[src/rtl/core/ypcb_pkg.sv]
// ----------------------------------------------------------------------------
// ypcb_pkg
// Shared types, constants and tables for the yaw/pitch camera basis block.
// ----------------------------------------------------------------------------
package ypcb_pkg;

	// CORDIC iteration count; the arctangent table covers up to 24 steps
	localparam int CORDIC_STEPS = 16;
	localparam int STEP_W       = 5;
	localparam logic [STEP_W-1:0] STEP_LAST = STEP_W'(CORDIC_STEPS - 1);

	// angles in 1/1024 degree
	localparam int ANG_W  = 19;
	localparam int ANGX_W = ANG_W + 1;
	localparam logic [ANG_W-1:0] YAW_RESET = 19'd276480;
	localparam logic signed [ANGX_W-1:0] FULL_TURN    = 20'sd368640;
	localparam logic signed [ANGX_W-1:0] HALF_TURN    = 20'sd184320;
	localparam logic signed [ANGX_W-1:0] QUARTER_TURN = 20'sd92160;
	localparam logic signed [31:0]       PITCH_LIMIT  = 32'sd91136;

	// CORDIC datapath: x, y in Q1.30 with headroom, z in 2^-20 degree
	localparam int XY_W = 33;
	localparam int Z_W  = 30;
	localparam int AT_W = 27;
	localparam logic signed [XY_W-1:0] GAIN_Q30 = 33'sd652032874;

	localparam int D_W = 16;
	localparam logic signed [D_W-1:0] Q14_ONE = 16'sd16384;

	typedef enum logic [2:0] {
		ST_IDLE,
		ST_ANG,
		ST_MOD,
		ST_YAW,
		ST_PITCH,
		ST_MUL,
		ST_OUT
	} state_t;

	typedef struct packed {
		logic             start;
		logic [ANG_W-1:0] angle;
	} cordic_req_t;

	typedef struct packed {
		logic                  done;
		logic signed [D_W-1:0] sin_v;
		logic signed [D_W-1:0] cos_v;
	} cordic_res_t;

	// atan(2^-i) in 2^-20 degree
	function automatic logic [AT_W-1:0] cordic_atan(input logic [STEP_W-1:0] idx);
		logic [AT_W-1:0] v;
		case (idx)
			5'd0:    v = 27'd47185920;
			5'd1:    v = 27'd27855475;
			5'd2:    v = 27'd14718068;
			5'd3:    v = 27'd7471121;
			5'd4:    v = 27'd3750058;
			5'd5:    v = 27'd1876857;
			5'd6:    v = 27'd938658;
			5'd7:    v = 27'd469357;
			5'd8:    v = 27'd234682;
			5'd9:    v = 27'd117342;
			5'd10:   v = 27'd58671;
			5'd11:   v = 27'd29335;
			5'd12:   v = 27'd14668;
			5'd13:   v = 27'd7334;
			5'd14:   v = 27'd3667;
			5'd15:   v = 27'd1833;
			5'd16:   v = 27'd917;
			5'd17:   v = 27'd458;
			5'd18:   v = 27'd229;
			5'd19:   v = 27'd115;
			5'd20:   v = 27'd57;
			5'd21:   v = 27'd29;
			5'd22:   v = 27'd14;
			5'd23:   v = 27'd7;
			default: v = '0;
		endcase
		return v;
	endfunction

	// limit to plus or minus one in Q1.14
	function automatic logic signed [D_W-1:0] lim_q14(input logic signed [17:0] v);
		logic signed [D_W-1:0] r;
		if (v > 18'sd16384) begin
			r = Q14_ONE;
		end else if (v < -18'sd16384) begin
			r = -Q14_ONE;
		end else begin
			r = v[D_W-1:0];
		end
		return r;
	endfunction

endpackage

[src/rtl/core/ypcb_cordic.sv]
// ----------------------------------------------------------------------------
// ypcb_cordic
// Rotation-mode CORDIC, one iteration per cycle; sine and cosine in Q1.14.
// ----------------------------------------------------------------------------
module ypcb_cordic (
	input  logic                 clk,
	input  logic                 arst_n,
	input  ypcb_pkg::cordic_req_t req,
	output ypcb_pkg::cordic_res_t res
);
	import ypcb_pkg::*;

	logic                     run_q, fin_q, done_q, neg_q;
	logic [STEP_W-1:0]        cnt_q;
	logic signed [XY_W-1:0]   x_q, y_q;
	logic signed [Z_W-1:0]    z_q;
	logic signed [D_W-1:0]    sin_q, cos_q;

	// range reduction to [-90, 90] degrees
	logic signed [ANGX_W-1:0] a1, a2;
	logic                     fold;
	logic signed [XY_W-1:0]   xs, ys;
	logic signed [Z_W-1:0]    at;
	logic signed [XY_W-1:0]   xr, yr;
	logic signed [D_W-1:0]    cl;

	always_comb begin
		a1 = $signed({1'b0, req.angle});
		if (a1 >= HALF_TURN) begin
			a1 = a1 - FULL_TURN;
		end
		fold = 1'b1;
		if (a1 > QUARTER_TURN) begin
			a2 = HALF_TURN - a1;
		end else if (a1 < -QUARTER_TURN) begin
			a2 = -HALF_TURN - a1;
		end else begin
			a2   = a1;
			fold = 1'b0;
		end
	end

	assign xs = x_q >>> cnt_q;
	assign ys = y_q >>> cnt_q;
	assign at = $signed({{(Z_W-AT_W){1'b0}}, cordic_atan(cnt_q)});

	// round away the low 16 bits (floor after adding one half)
	assign xr = x_q + 33'sd32768;
	assign yr = y_q + 33'sd32768;
	assign cl = lim_q14({xr[XY_W-1], xr[XY_W-1:16]});

	always_ff @(posedge clk or negedge arst_n) begin
		if (!arst_n) begin
			run_q  <= 1'b0;
			fin_q  <= 1'b0;
			done_q <= 1'b0;
		end else begin
			done_q <= fin_q;
			fin_q  <= run_q && (cnt_q == STEP_LAST);
			if (req.start && !run_q && !fin_q) begin
				run_q <= 1'b1;
			end else if (run_q && (cnt_q == STEP_LAST)) begin
				run_q <= 1'b0;
			end
		end
	end

	always_ff @(posedge clk) begin
		if (req.start && !run_q && !fin_q) begin
			x_q   <= GAIN_Q30;
			y_q   <= '0;
			z_q   <= {{(Z_W-ANGX_W){a2[ANGX_W-1]}}, a2} <<< 10;
			neg_q <= fold;
			cnt_q <= '0;
		end else if (run_q) begin
			if (!z_q[Z_W-1]) begin
				x_q <= x_q - ys;
				y_q <= y_q + xs;
				z_q <= z_q - at;
			end else begin
				x_q <= x_q + ys;
				y_q <= y_q - xs;
				z_q <= z_q + at;
			end
			cnt_q <= cnt_q + 1'b1;
		end
		if (fin_q) begin
			sin_q <= lim_q14({yr[XY_W-1], yr[XY_W-1:16]});
			cos_q <= neg_q ? -cl : cl;
		end
	end

	assign res.done  = done_q;
	assign res.sin_v = sin_q;
	assign res.cos_v = cos_q;

endmodule

[src/rtl/core/yaw_pitch_camera_basis.sv]
// ----------------------------------------------------------------------------
// yaw_pitch_camera_basis
// Yaw/pitch camera: accumulates pointer movement, returns forward/right/up.
// ----------------------------------------------------------------------------
// Each input item is one pointer movement. Both offsets are divided by four
// (floor) and added to the stored yaw and pitch, kept in 1/1024 degree. Yaw
// wraps over a full turn; pitch saturates at the signed 32-bit range and, when
// clamp_pitch is set, at plus or minus 89 degrees. Reset puts yaw at 270
// degrees and pitch at zero. One result item follows each input item: the
// forward, right and up vectors in Q1.14 (right y is always zero and is not
// sent). Right is negated when cos(pitch) is negative; when it is exactly zero
// the plain form is used. Each item runs the single CORDIC unit once for yaw
// and once for pitch, one iteration a cycle, followed by four passes through
// one 16x16 multiplier. s_tready is low from acceptance until the result is
// loaded into the output register and comes back in the cycle after, so a new
// item is only taken once the previous one is through. The result sits in an
// output register, so the next item is taken while an earlier result still
// waits on m_tready; only a result that is finished while the previous one is
// still held waits.
// ----------------------------------------------------------------------------
module yaw_pitch_camera_basis (
	input  logic         clk,
	input  logic         arst_n,
	input  logic         s_tvalid,
	output logic         s_tready,
	// [15:0] yaw_offset, [31:16] pitch_offset, [32] clamp_pitch, [39:33] zero
	input  logic [39:0]  s_tdata,
	output logic         m_tvalid,
	input  logic         m_tready,
	// [15:0] fwd_x, [31:16] fwd_y, [47:32] fwd_z, [63:48] right_x,
	// [79:64] right_z, [95:80] up_x, [111:96] up_y, [127:112] up_z
	output logic [127:0] m_tdata
);
	import ypcb_pkg::*;

	state_t state_q, state_d;

	// accepted item: offsets already divided by four
	logic signed [13:0]       dy_q, dp_q;
	logic                     clamp_q;

	// camera state; pmod_q follows pitch modulo a full turn
	logic [ANG_W-1:0]         yaw_q, pmod_q;
	logic signed [31:0]       pitch_q;
	logic signed [14:0]       dlt_q;

	// sines and cosines, and the four rounded products
	logic signed [D_W-1:0]    sy_q, cy_q, sp_q, cp_q;
	logic signed [D_W-1:0]    prd_q [4];
	logic [1:0]               mcnt_q;

	cordic_req_t              creq;
	cordic_res_t              cres;

	logic                     accept, out_load;

	ypcb_cordic u_cordic (
		.clk    (clk),
		.arst_n (arst_n),
		.req    (creq),
		.res    (cres)
	);

	assign accept = s_tvalid && s_tready;

	// ---- sequencer ----
	always_ff @(posedge clk or negedge arst_n) begin
		if (!arst_n) begin
			state_q <= ST_IDLE;
		end else begin
			state_q <= state_d;
		end
	end

	always_comb begin
		state_d    = state_q;
		s_tready   = 1'b0;
		creq.start = 1'b0;
		creq.angle = yaw_q;
		out_load   = 1'b0;
		case (state_q)
			ST_IDLE: begin
				s_tready = 1'b1;
				if (s_tvalid) begin
					state_d = ST_ANG;
				end
			end
			ST_ANG: begin
				state_d = ST_MOD;
			end
			ST_MOD: begin
				// yaw is already updated here
				creq.start = 1'b1;
				state_d    = ST_YAW;
			end
			ST_YAW: begin
				creq.angle = pmod_q;
				if (cres.done) begin
					creq.start = 1'b1;
					state_d    = ST_PITCH;
				end
			end
			ST_PITCH: begin
				if (cres.done) begin
					state_d = ST_MUL;
				end
			end
			ST_MUL: begin
				if (mcnt_q == 2'd3) begin
					state_d = ST_OUT;
				end
			end
			ST_OUT: begin
				// wait for the output register to be free
				if (!m_tvalid || m_tready) begin
					out_load = 1'b1;
					state_d  = ST_IDLE;
				end
			end
			default: begin
				state_d = ST_IDLE;
			end
		endcase
	end

	// ---- angle update ----
	// one wrapping adder, yaw in ST_ANG and the pitch residue in ST_MOD
	logic [ANG_W-1:0]         wa, wrapped;
	logic signed [14:0]       wb;
	logic signed [ANGX_W-1:0] wsum;

	assign wa = (state_q == ST_ANG) ? yaw_q : pmod_q;
	assign wb = (state_q == ST_ANG) ? {dy_q[13], dy_q} : dlt_q;

	always_comb begin
		wsum = $signed({1'b0, wa}) + {{(ANGX_W-15){wb[14]}}, wb};
		if (wsum < 0) begin
			wsum = wsum + FULL_TURN;
		end else if (wsum >= FULL_TURN) begin
			wsum = wsum - FULL_TURN;
		end
		wrapped = wsum[ANG_W-1:0];
	end

	// pitch: saturating add, then the optional 89 degree clamp
	logic signed [32:0]       psum, pdiff;
	logic signed [31:0]       psat, pnew;

	always_comb begin
		psum = {pitch_q[31], pitch_q} + {{19{dp_q[13]}}, dp_q};
		if (psum[32] != psum[31]) begin
			psat = psum[32] ? 32'sh80000000 : 32'sh7FFFFFFF;
		end else begin
			psat = psum[31:0];
		end
		pnew = psat;
		if (clamp_q && (psat > PITCH_LIMIT)) begin
			pnew = PITCH_LIMIT;
		end else if (clamp_q && (psat < -PITCH_LIMIT)) begin
			pnew = -PITCH_LIMIT;
		end
		// unclamped, the step actually taken is always within one offset
		pdiff = {pnew[31], pnew} - {pitch_q[31], pitch_q};
	end

	// clamped, pitch may jump from far away but lies within 89 degrees,
	// so its residue comes straight from the new pitch
	logic signed [31:0]       pwrap;
	logic [ANG_W-1:0]         pclamp;

	assign pwrap  = pitch_q + 32'(FULL_TURN);
	assign pclamp = pitch_q[31] ? pwrap[ANG_W-1:0] : pitch_q[ANG_W-1:0];

	always_ff @(posedge clk or negedge arst_n) begin
		if (!arst_n) begin
			yaw_q   <= YAW_RESET;
			pitch_q <= '0;
			pmod_q  <= '0;
		end else begin
			if (state_q == ST_ANG) begin
				yaw_q   <= wrapped;
				pitch_q <= pnew;
			end
			if (state_q == ST_MOD) begin
				pmod_q <= clamp_q ? pclamp : wrapped;
			end
		end
	end

	always_ff @(posedge clk) begin
		if (accept) begin
			dy_q    <= $signed(s_tdata[15:2]);
			dp_q    <= $signed(s_tdata[31:18]);
			clamp_q <= s_tdata[32];
		end
		if (state_q == ST_ANG) begin
			dlt_q <= pdiff[14:0];
		end
	end

	// ---- products ----
	// order: cy*cp, sy*cp, cy*sp, sy*sp; the last two carry the sign of -s
	logic signed [D_W-1:0]    ma, mb;
	logic signed [31:0]       prod, sprod, rsum;
	logic                     s_neg;

	assign s_neg = cp_q[D_W-1];
	assign ma    = mcnt_q[0] ? sy_q : cy_q;
	assign mb    = mcnt_q[1] ? sp_q : cp_q;
	assign prod  = ma * mb;
	assign sprod = (mcnt_q[1] && !s_neg) ? -prod : prod;
	assign rsum  = sprod + 32'sd8192;

	always_ff @(posedge clk) begin
		if (state_q == ST_YAW && cres.done) begin
			sy_q <= cres.sin_v;
			cy_q <= cres.cos_v;
		end
		if (state_q == ST_PITCH && cres.done) begin
			sp_q <= cres.sin_v;
			cp_q <= cres.cos_v;
		end
		if (state_q == ST_MUL) begin
			prd_q[mcnt_q] <= lim_q14(rsum[31:14]);
		end
	end

	always_ff @(posedge clk or negedge arst_n) begin
		if (!arst_n) begin
			mcnt_q <= '0;
		end else if (state_q == ST_MUL) begin
			mcnt_q <= mcnt_q + 1'b1;
		end else begin
			mcnt_q <= '0;
		end
	end

	// ---- output register ----
	always_ff @(posedge clk or negedge arst_n) begin
		if (!arst_n) begin
			m_tvalid <= 1'b0;
		end else if (out_load) begin
			m_tvalid <= 1'b1;
		end else if (m_tready) begin
			m_tvalid <= 1'b0;
		end
	end

	always_ff @(posedge clk) begin
		if (out_load) begin
			m_tdata <= {prd_q[3],
			            s_neg ? -cp_q : cp_q,
			            prd_q[2],
			            s_neg ? -cy_q : cy_q,
			            s_neg ? sy_q : -sy_q,
			            prd_q[1],
			            sp_q,
			            prd_q[0]};
		end
	end

endmodule

[config.mk]
export PLATFORM = sky130hd
export DESIGN_NAME = yaw_pitch_camera_basis
export DESIGN_NICKNAME = d
export VERILOG_FILES = /design/src/rtl/core/ypcb_pkg.sv /design/src/rtl/core/ypcb_cordic.sv /design/src/rtl/core/yaw_pitch_camera_basis.sv
export SDC_FILE = /design/constraint.sdc
export NUM_CORES = 2
export LEC_CHECK = 0
export ABC_CLOCK_PERIOD_IN_PS = 12500
export BUFFER_PORTS_ARGS = -buffer_cell sky130_fd_sc_hd__clkbuf_2
export CAP_MARGIN = 20
export CORE_MARGIN = 2
export CORE_UTILIZATION = 40
export DETAILED_ROUTE_END_ITERATION = 16
export PLACE_DENSITY_LB_ADDON = 0.25
export SLEW_MARGIN = 5
export SYNTH_ARGS = -nofsm -noshare
export SYNTH_HDL_FRONTEND = slang
export SYNTH_SLANG_ARGS = --single-unit
[constraint.sdc]
create_clock -name clk -period 12.5 [get_ports clk]
set_input_delay 2.5 -clock clk [delete_from_list [all_inputs] [get_ports clk]]
set_output_delay 2.5 -clock clk [all_outputs]
set_load 0.05 [all_outputs]
; ---- Yosys cells after proc, flatten, opt, wreduce, memory -nomap -nowiden
; Memories as Yosys holds them, arrays and structs flattened. A register that Yosys moved wholly into a read port is not among the register bits.
; Cells that the tools add are included.
[totals]
elab_cells = 158
regBits = 449
in_bits = 44
mem_count = 2
ramBits = 64
output_inout_bits = 130
mem_bits_ro = 832
[op_classes]
addsub = 25
shifts = 2
mux = 53
mul = 1
magnitude_cmp = 13
reduce_logical = 20
n_eq_ne = 14
[mem_list]
columns = memory, depth, width, rd, rd_ports_with_merged_regs, wr, line_no
row1 = (name not given), 32, 26, 1, 1, 0, ypcb_pkg.sv:54  ; case (idx)
row2 = prd_q, 4, 16, 4, 4, 1, yaw_pitch_camera_basis.sv:49  ; logic signed [D_W-1:0] prd_q [4];
[op_table]
columns = cell, n
row1 = $mux 16, 11
row2 = $mux 32, 5
row3 = $mux 19, 6
row4 = $mux 30, 3
row5 = $add 33x17->33 const B, 2
row6 = $add 33x33->33, 2
row7 = $mux 33, 2
row8 = $sshr 33x5->33, 2
row9 = $sub 33x33->33, 2
row10 = $neg 16->16, 4
row11 = $mux 20, 3
row12 = $sub 19x20->20 const A, 2
row13 = $add 19x19->19 const B, 2
row14 = $gt 17x16->1 const B, 2
row15 = $lt 17x15->1 const B, 2
row16 = $add 32x14->33, 1
row17 = $add 32x15->32 const B, 1
row18 = $gt 32x18->1 const B, 1
row19 = $lt 32x18->1 const B, 1
row20 = $mul 16x16->32, 1
row21 = $neg 32->32, 1
row22 = $add 30x28->30, 1
row23 = $mux 15, 2
row24 = $sub 30x28->30, 1
row25 = 34 further kinds, 68

; ---- Depth between registers and ports, before layout
[logic_depth]
word_depth = 9
ltp_mapped = 44
mapped_depth_nobuf = 41

; ---- By module
; Synthesis repeated with hierarchy kept, for this count alone.
[unflattened]
cells_unflattened = 5323
hier_area_um2 = 49167.2
[by_module_without_submodules]
columns = mod, instances, cells_per_inst, area_per_inst_um2
row1 = yaw_pitch_camera_basis, 1, 3028, 30272.8
row2 = ypcb_cordic, 1, 2295, 18894.4

; ---- Worst setup path before layout
; OpenSTA, ideal clock, no wires.
[synth_path]
kind = register -> register
start = register mcnt_q[1]
end = memory prd_q[0][10] (data pin)
synth_period_minus_slack_ps = 9916
path_stages_with_launch = 35
n_path_buf = 3
setup_time_ps = 175
t_arrival_ps = 9741
setup_slack_ps = 2584
path_cell_list = dfrtp_1 buf_1 buf_1 mux2i_1 nor2_1 fa_1 inv_1 fa_1 inv_1 ha_1 fa_1 inv_1 fa_1 fa_1 inv_1 ha_1 a21o_1 a2bb2o_4 a2111oi_2 o2111ai_1 or4_4 o21ai_0 xnor2_1 ha_1 nand2_1 a2111oi_0 a211oi_1 a211o_1 a21oi_1 o211ai_1 or4_1 or4_1 o31a_1 buf_4 o21ai_1
[synth_between]
elab_chain_cells = 9
[synth_lines]
columns = item, line_no
row1 = "start, declared", yaw_pitch_camera_basis.sv:50  ; logic [1:0] mcnt_q;
row2 = "start signal, assigned", yaw_pitch_camera_basis.sv:232  ; mcnt_q <= mcnt_q + 1'b1;
row3 = $mux 16, yaw_pitch_camera_basis.sv:209  ; assign mb = mcnt_q[1] ? sp_q : cp_q;
row4 = $mul 16x16->32, yaw_pitch_camera_basis.sv:210  ; assign prod = ma * mb;
row5 = $neg 32->32, yaw_pitch_camera_basis.sv:211  ; assign sprod = (mcnt_q[1] && !s_neg) ? -prod : prod;
row6 = $mux 32 *, yaw_pitch_camera_basis.sv:211
row7 = $add 32x15->32 *, yaw_pitch_camera_basis.sv:212  ; assign rsum = sprod + 32'sd8192;
row8 = $lt 18x15->1, ypcb_pkg.sv:89  ; end else if (v < -18'sd16384) begin
row9 = $mux 16, ypcb_pkg.sv:89
row10 = $mux 16 *, ypcb_pkg.sv:87  ; if (v > 18'sd16384) begin
row11 = $mux 16 *, yaw_pitch_camera_basis.sv:223  ; if (state_q == ST_MUL) begin
row12 = "end, declared", yaw_pitch_camera_basis.sv:49
; Every way passes the cells marked *; elsewhere a longest branch is shown, timed or not. The select of a mux whose other input is x is not followed.

; ---- Worst setup path after layout
[layout_path]
start = register mcnt_q[0]
end = memory prd_q[3][9] (data pin)
[layout_between]
elab_chain_cells = 9
[layout_lines]
columns = item, line_no
row1 = $mux 16 *, yaw_pitch_camera_basis.sv:208  ; assign ma = mcnt_q[0] ? sy_q : cy_q;
row2 = $mul 16x16->32 *, yaw_pitch_camera_basis.sv:210
row3 = $neg 32->32, yaw_pitch_camera_basis.sv:211
row4 = $mux 32 *, yaw_pitch_camera_basis.sv:211
row5 = $add 32x15->32 *, yaw_pitch_camera_basis.sv:212
row6 = $lt 18x15->1, ypcb_pkg.sv:89
row7 = $mux 16, ypcb_pkg.sv:89
row8 = $mux 16 *, ypcb_pkg.sv:87
row9 = $mux 16 *, yaw_pitch_camera_basis.sv:223
; Marked as above.

==> results.txt <==
* Run status: complete, no violations
* Achievable clock frequency: 0.0864 GHz
- Portion of the post-synthesis area used by sequential elements: 30.8%
* Die W: 350 um
- At the end of routability-driven placement, the weighted congestion stood at 0.937.
* Number of setup buffers added after CTS: 0
- Count of antenna-violating nets left after detailed routing: 0
- The first TritonRoute pass finished after 6 iterations.
- Fraction of registers with async set or reset after synthesis: 14.7%
* Fraction of synthesized cell area taken by the top area cell type: 22.1%
- Number of distinct library cells after synthesis: 98
- STA classifies the critical path startpoint as a flop.
* Final period utilization: about 93%
* Area contributors post-synth: sky130_fd_sc_hd__edfxtp_1 22%, sky130_fd_sc_hd__fa_1 11%, sky130_fd_sc_hd__ha_1 7.1%
- Effective utilization at floorplan: 40.4%
* Buffers from clock root to sink, at most: 3
- Synth area leader: sky130_fd_sc_hd__edfxtp_1
- The final count of hold timing violations came to 0.
* Maximum clock skew at final layout: 0.0331 ns
- Synthesized net count: 5762
- The Yosys step of the flow raised 0 warnings.
- DRT met1 WL: 58.3 mm
- The largest individual stage delay along the critical path comes from the cell sky130_fd_sc_hd__dfrtp_2.
- Diode count: 0
- The via count of the first global-routing pass came to about 37000.
- Slew at the pin closest to its max-slew limit: approximately 1.1 ns
- Highest routed layer: met4
* Fin Hold WS: 0.416 ns
- Number of standard cells in the layout, taps in and fillers out: slightly below 7000
* Number of port buffers: 162
- Number of flip-flops and latches in the synthesized netlist: about 540
- After global routing the overflow that remains totals 0.
* Insertion delay of the later-clocked pin in the worst-skew pair: 0.64 ns
- In this run the tightest slew margin relative to its limit is 24.7%.
- Minimum clock period after layout: 11.58 ns
* Vias after detailed routing: 38147
* Number of antenna violations at the first check in global routing: 3
* Synth cell count leaders: 603 x sky130_fd_sc_hd__nand2_1, 475 x sky130_fd_sc_hd__nor2_1, 427 x sky130_fd_sc_hd__inv_1
- The tool flagged a number of max-cap violations equal to 0.
- Total negative slack for setup checks: 0 ns
- Hold repair after CTS inserted 0 buffers.
* # DRC: 0
* Synth Area per Inst: 9.24 um2
- Number of failing setup endpoints in the final timing report: 0
- The tightest min-delay check is of the reg -> reg type.
- Data required, critical path: 12.87 ns
- From synthesis to final layout, the design area changed by 9.73%.
- Most common cell in the synthesized netlist: sky130_fd_sc_hd__nand2_1
- After floorplanning, the core was sized to cover 118000 um2.
- The tree built by TritonCTS fans out to 539 sinks.
* Cells after Synth: 5180
* Category of the worst setup path capture point: flop
- TritonCTS built the clock tree.
- Total met2 wirelength after detailed routing: roughly 60 mm
- The detailed router finished its first iteration with roughly 2800 violations.
- In this run the number of H-tree levels came out at 3.
* Critical path start-end classification: reg -> reg
* Row cnt: 126
- Largest driver fanout on the critical path: 35
- Dividing the detail-routed via count by the number of cells gives 5.53.
- Number of slew-limit violations in the final report: 0
* Aggregate global-route resource usage: a little over a fifth
- Cell Count Post-Placement: 6783
- Top-Level Pins: 174
- The most used flip-flop cell after synthesis is sky130_fd_sc_hd__edfxtp_1.
- Peak per-stage delay on the critical path: 0.92 ns
- Post-Place Cell Area: slightly above 50000 um2
* Cell area after technology mapping: 47900 um2
* Detailed Route WL: around 130 mm
* Number of nets in the finished design: 5835
- Most frequent cell on the critical path: sky130_fd_sc_hd__fa_1
- WL/cell: approximately 19 um
- The first global-routing pass estimated 207 mm of wire.
- Fraction of layout instances using a drive strength above 1: around a tenth
- Summing all non-filler instances in the final layout gives an area of 52500 um2.
- Sum of met3 wire segment lengths after detailed routing: 6.94 mm
- Die H: between 300 and 400 um
- Die area: 122000 um2
* Clock-pin slew on the worst setup and hold paths: 0.06 ns
- Count of instances resized after the clock tree is built: 0
- DP HPWL: 100 mm
- Unrepaired setup endpoints after global routing: no
- Number of buffers created by CTS: 66
- The synthesized design contains ~350 enable-type register cells.
- Data arrives at the worst endpoint at 11.95 ns.
* Root buffer cell: sky130_fd_sc_hd__clkbuf_16
* Largest net degree at the start of global routing: 84
==> registers in the layout (all words and copies together) (netlist names), 16 cells and up <==
name and cells:
cp_q 16, cy_q 16, m_tdata 128, pitch_q 32, pmod_q 19, prd_q 64, sp_q 16, sy_q 16
u_cordic.at 26, u_cordic.cos_q 16, u_cordic.sin_q 16, u_cordic.x_q 33, u_cordic.y_q 33, u_cordic.z_q 30, yaw_q 19
==> through the flow <==
| step | worst slack, ns | utilization (%) |
|---|---|---|
| floorplan | 2.58 | - |
| global placement | 1.27 | 42.6 |
| detailed placement | 0.935 | 42.6 |
| CTS | 0.908 | 44.3 |
| global route | 0.326 | 44.4 |
| finish | 0.919 | 44.4 |
==> worst max-delay path: cells and delay by family (launching register included) <==
family | cells | cell delay (ns)
flops | 1 | 0.92
buf+inv | 4 | 0.20
xor+xnor | 1 | 0.15
simple gates | 6 | 1.93
mux | 1 | 0.89
compound gates | 11 | 3.68
fa+ha+maj | 8 | 3.50
==> cell type report <==
type	count	area [um2]
fill	11455	65900
multi-input combinational	3973	30700
timing repair buffer	240	1440
clock inverter	33	318
inverter	433	1630
sequential	539	14700
tap	1600	2000
clock buffer	86	1760
==> cells by family after synthesis <==
| logic type | after synthesis | synth area share, % |
|---|---|---|
| compound gates | 1120 | 14.9 |
| xor+xnor | 369 | 6.75 |
| fa+ha+maj | 538 | 18.3 |
| buf+inv | 668 | 5.30 |
| flops | 539 | 30.8 |
| mux | 258 | 7.78 |
| simple gates | 1688 | 16.3 |
==> routing by layer <==
metal / vias up / global-route usage [%]
li1: 18451 / -
met3: 192 / 2.97
met1: 18485 / 28.6
met2: 1019 / 35.3
met4: 0 / 6.47
met5: - / 0
==> worst paths after layout <==
path	from	to	cells after the start	slack (ns)
worst max register to register	mcnt_q[0]	prd_q[3][9]	31	0.92
min in group asynchronous	arst_n	pitch_q[2]	1	1.74
worst max-delay path	mcnt_q[0]	prd_q[3][9]	31	0.92
worst min-delay path	prd_q[2][3]	m_tdata[83]	0	0.42
worst min register to register	prd_q[2][3]	m_tdata[83]	0	0.42
max in group asynchronous	arst_n	u_cordic.run_q	2	9.47
==> placed cells by master (no fill, tap or decap), drive strengths merged, types with 28 or more instances in the layout <==
| cell type | synthesis | layout |
|---|---|---|
| nand2b | 51 | 51 |
| buf | 46 | 78 |
| o21a | 43 | 43 |
| and2 | 46 | 46 |
| nor2b | 46 | 46 |
| a21oi | 294 | 294 |
| o211ai | 32 | 32 |
| nand3 | 88 | 88 |
| and3 | 52 | 52 |
| nor2 | 475 | 475 |
| mux2 | 61 | 61 |
| a31oi | 42 | 42 |
| xnor2 | 223 | 223 |
| a211oi | 32 | 32 |
| xor2 | 146 | 146 |
| dfrtp | 75 | 75 |
| nand4 | 58 | 58 |
| mux2i | 113 | 113 |
| o22ai | 34 | 34 |
| a21o | 74 | 74 |
| o21ai | 312 | 312 |
| inv | 430 | 439 |
| nor3 | 107 | 107 |
| o21bai | 34 | 34 |
| edfxtp | 353 | 353 |
| dfxtp | 107 | 107 |
| nand2 | 603 | 603 |
| ha | 270 | 270 |
| o31ai | 29 | 29 |
| fa | 268 | 268 |
| nor4 | 28 | 28 |
| clkbuf | 189 | 247 |
| mux4 | 84 | 84 |
| or3 | 34 | 34 |
Power is left out: the tool's default activity adds up to more than one toggle a clock period on the data nets, which glitch-free logic cannot reach.
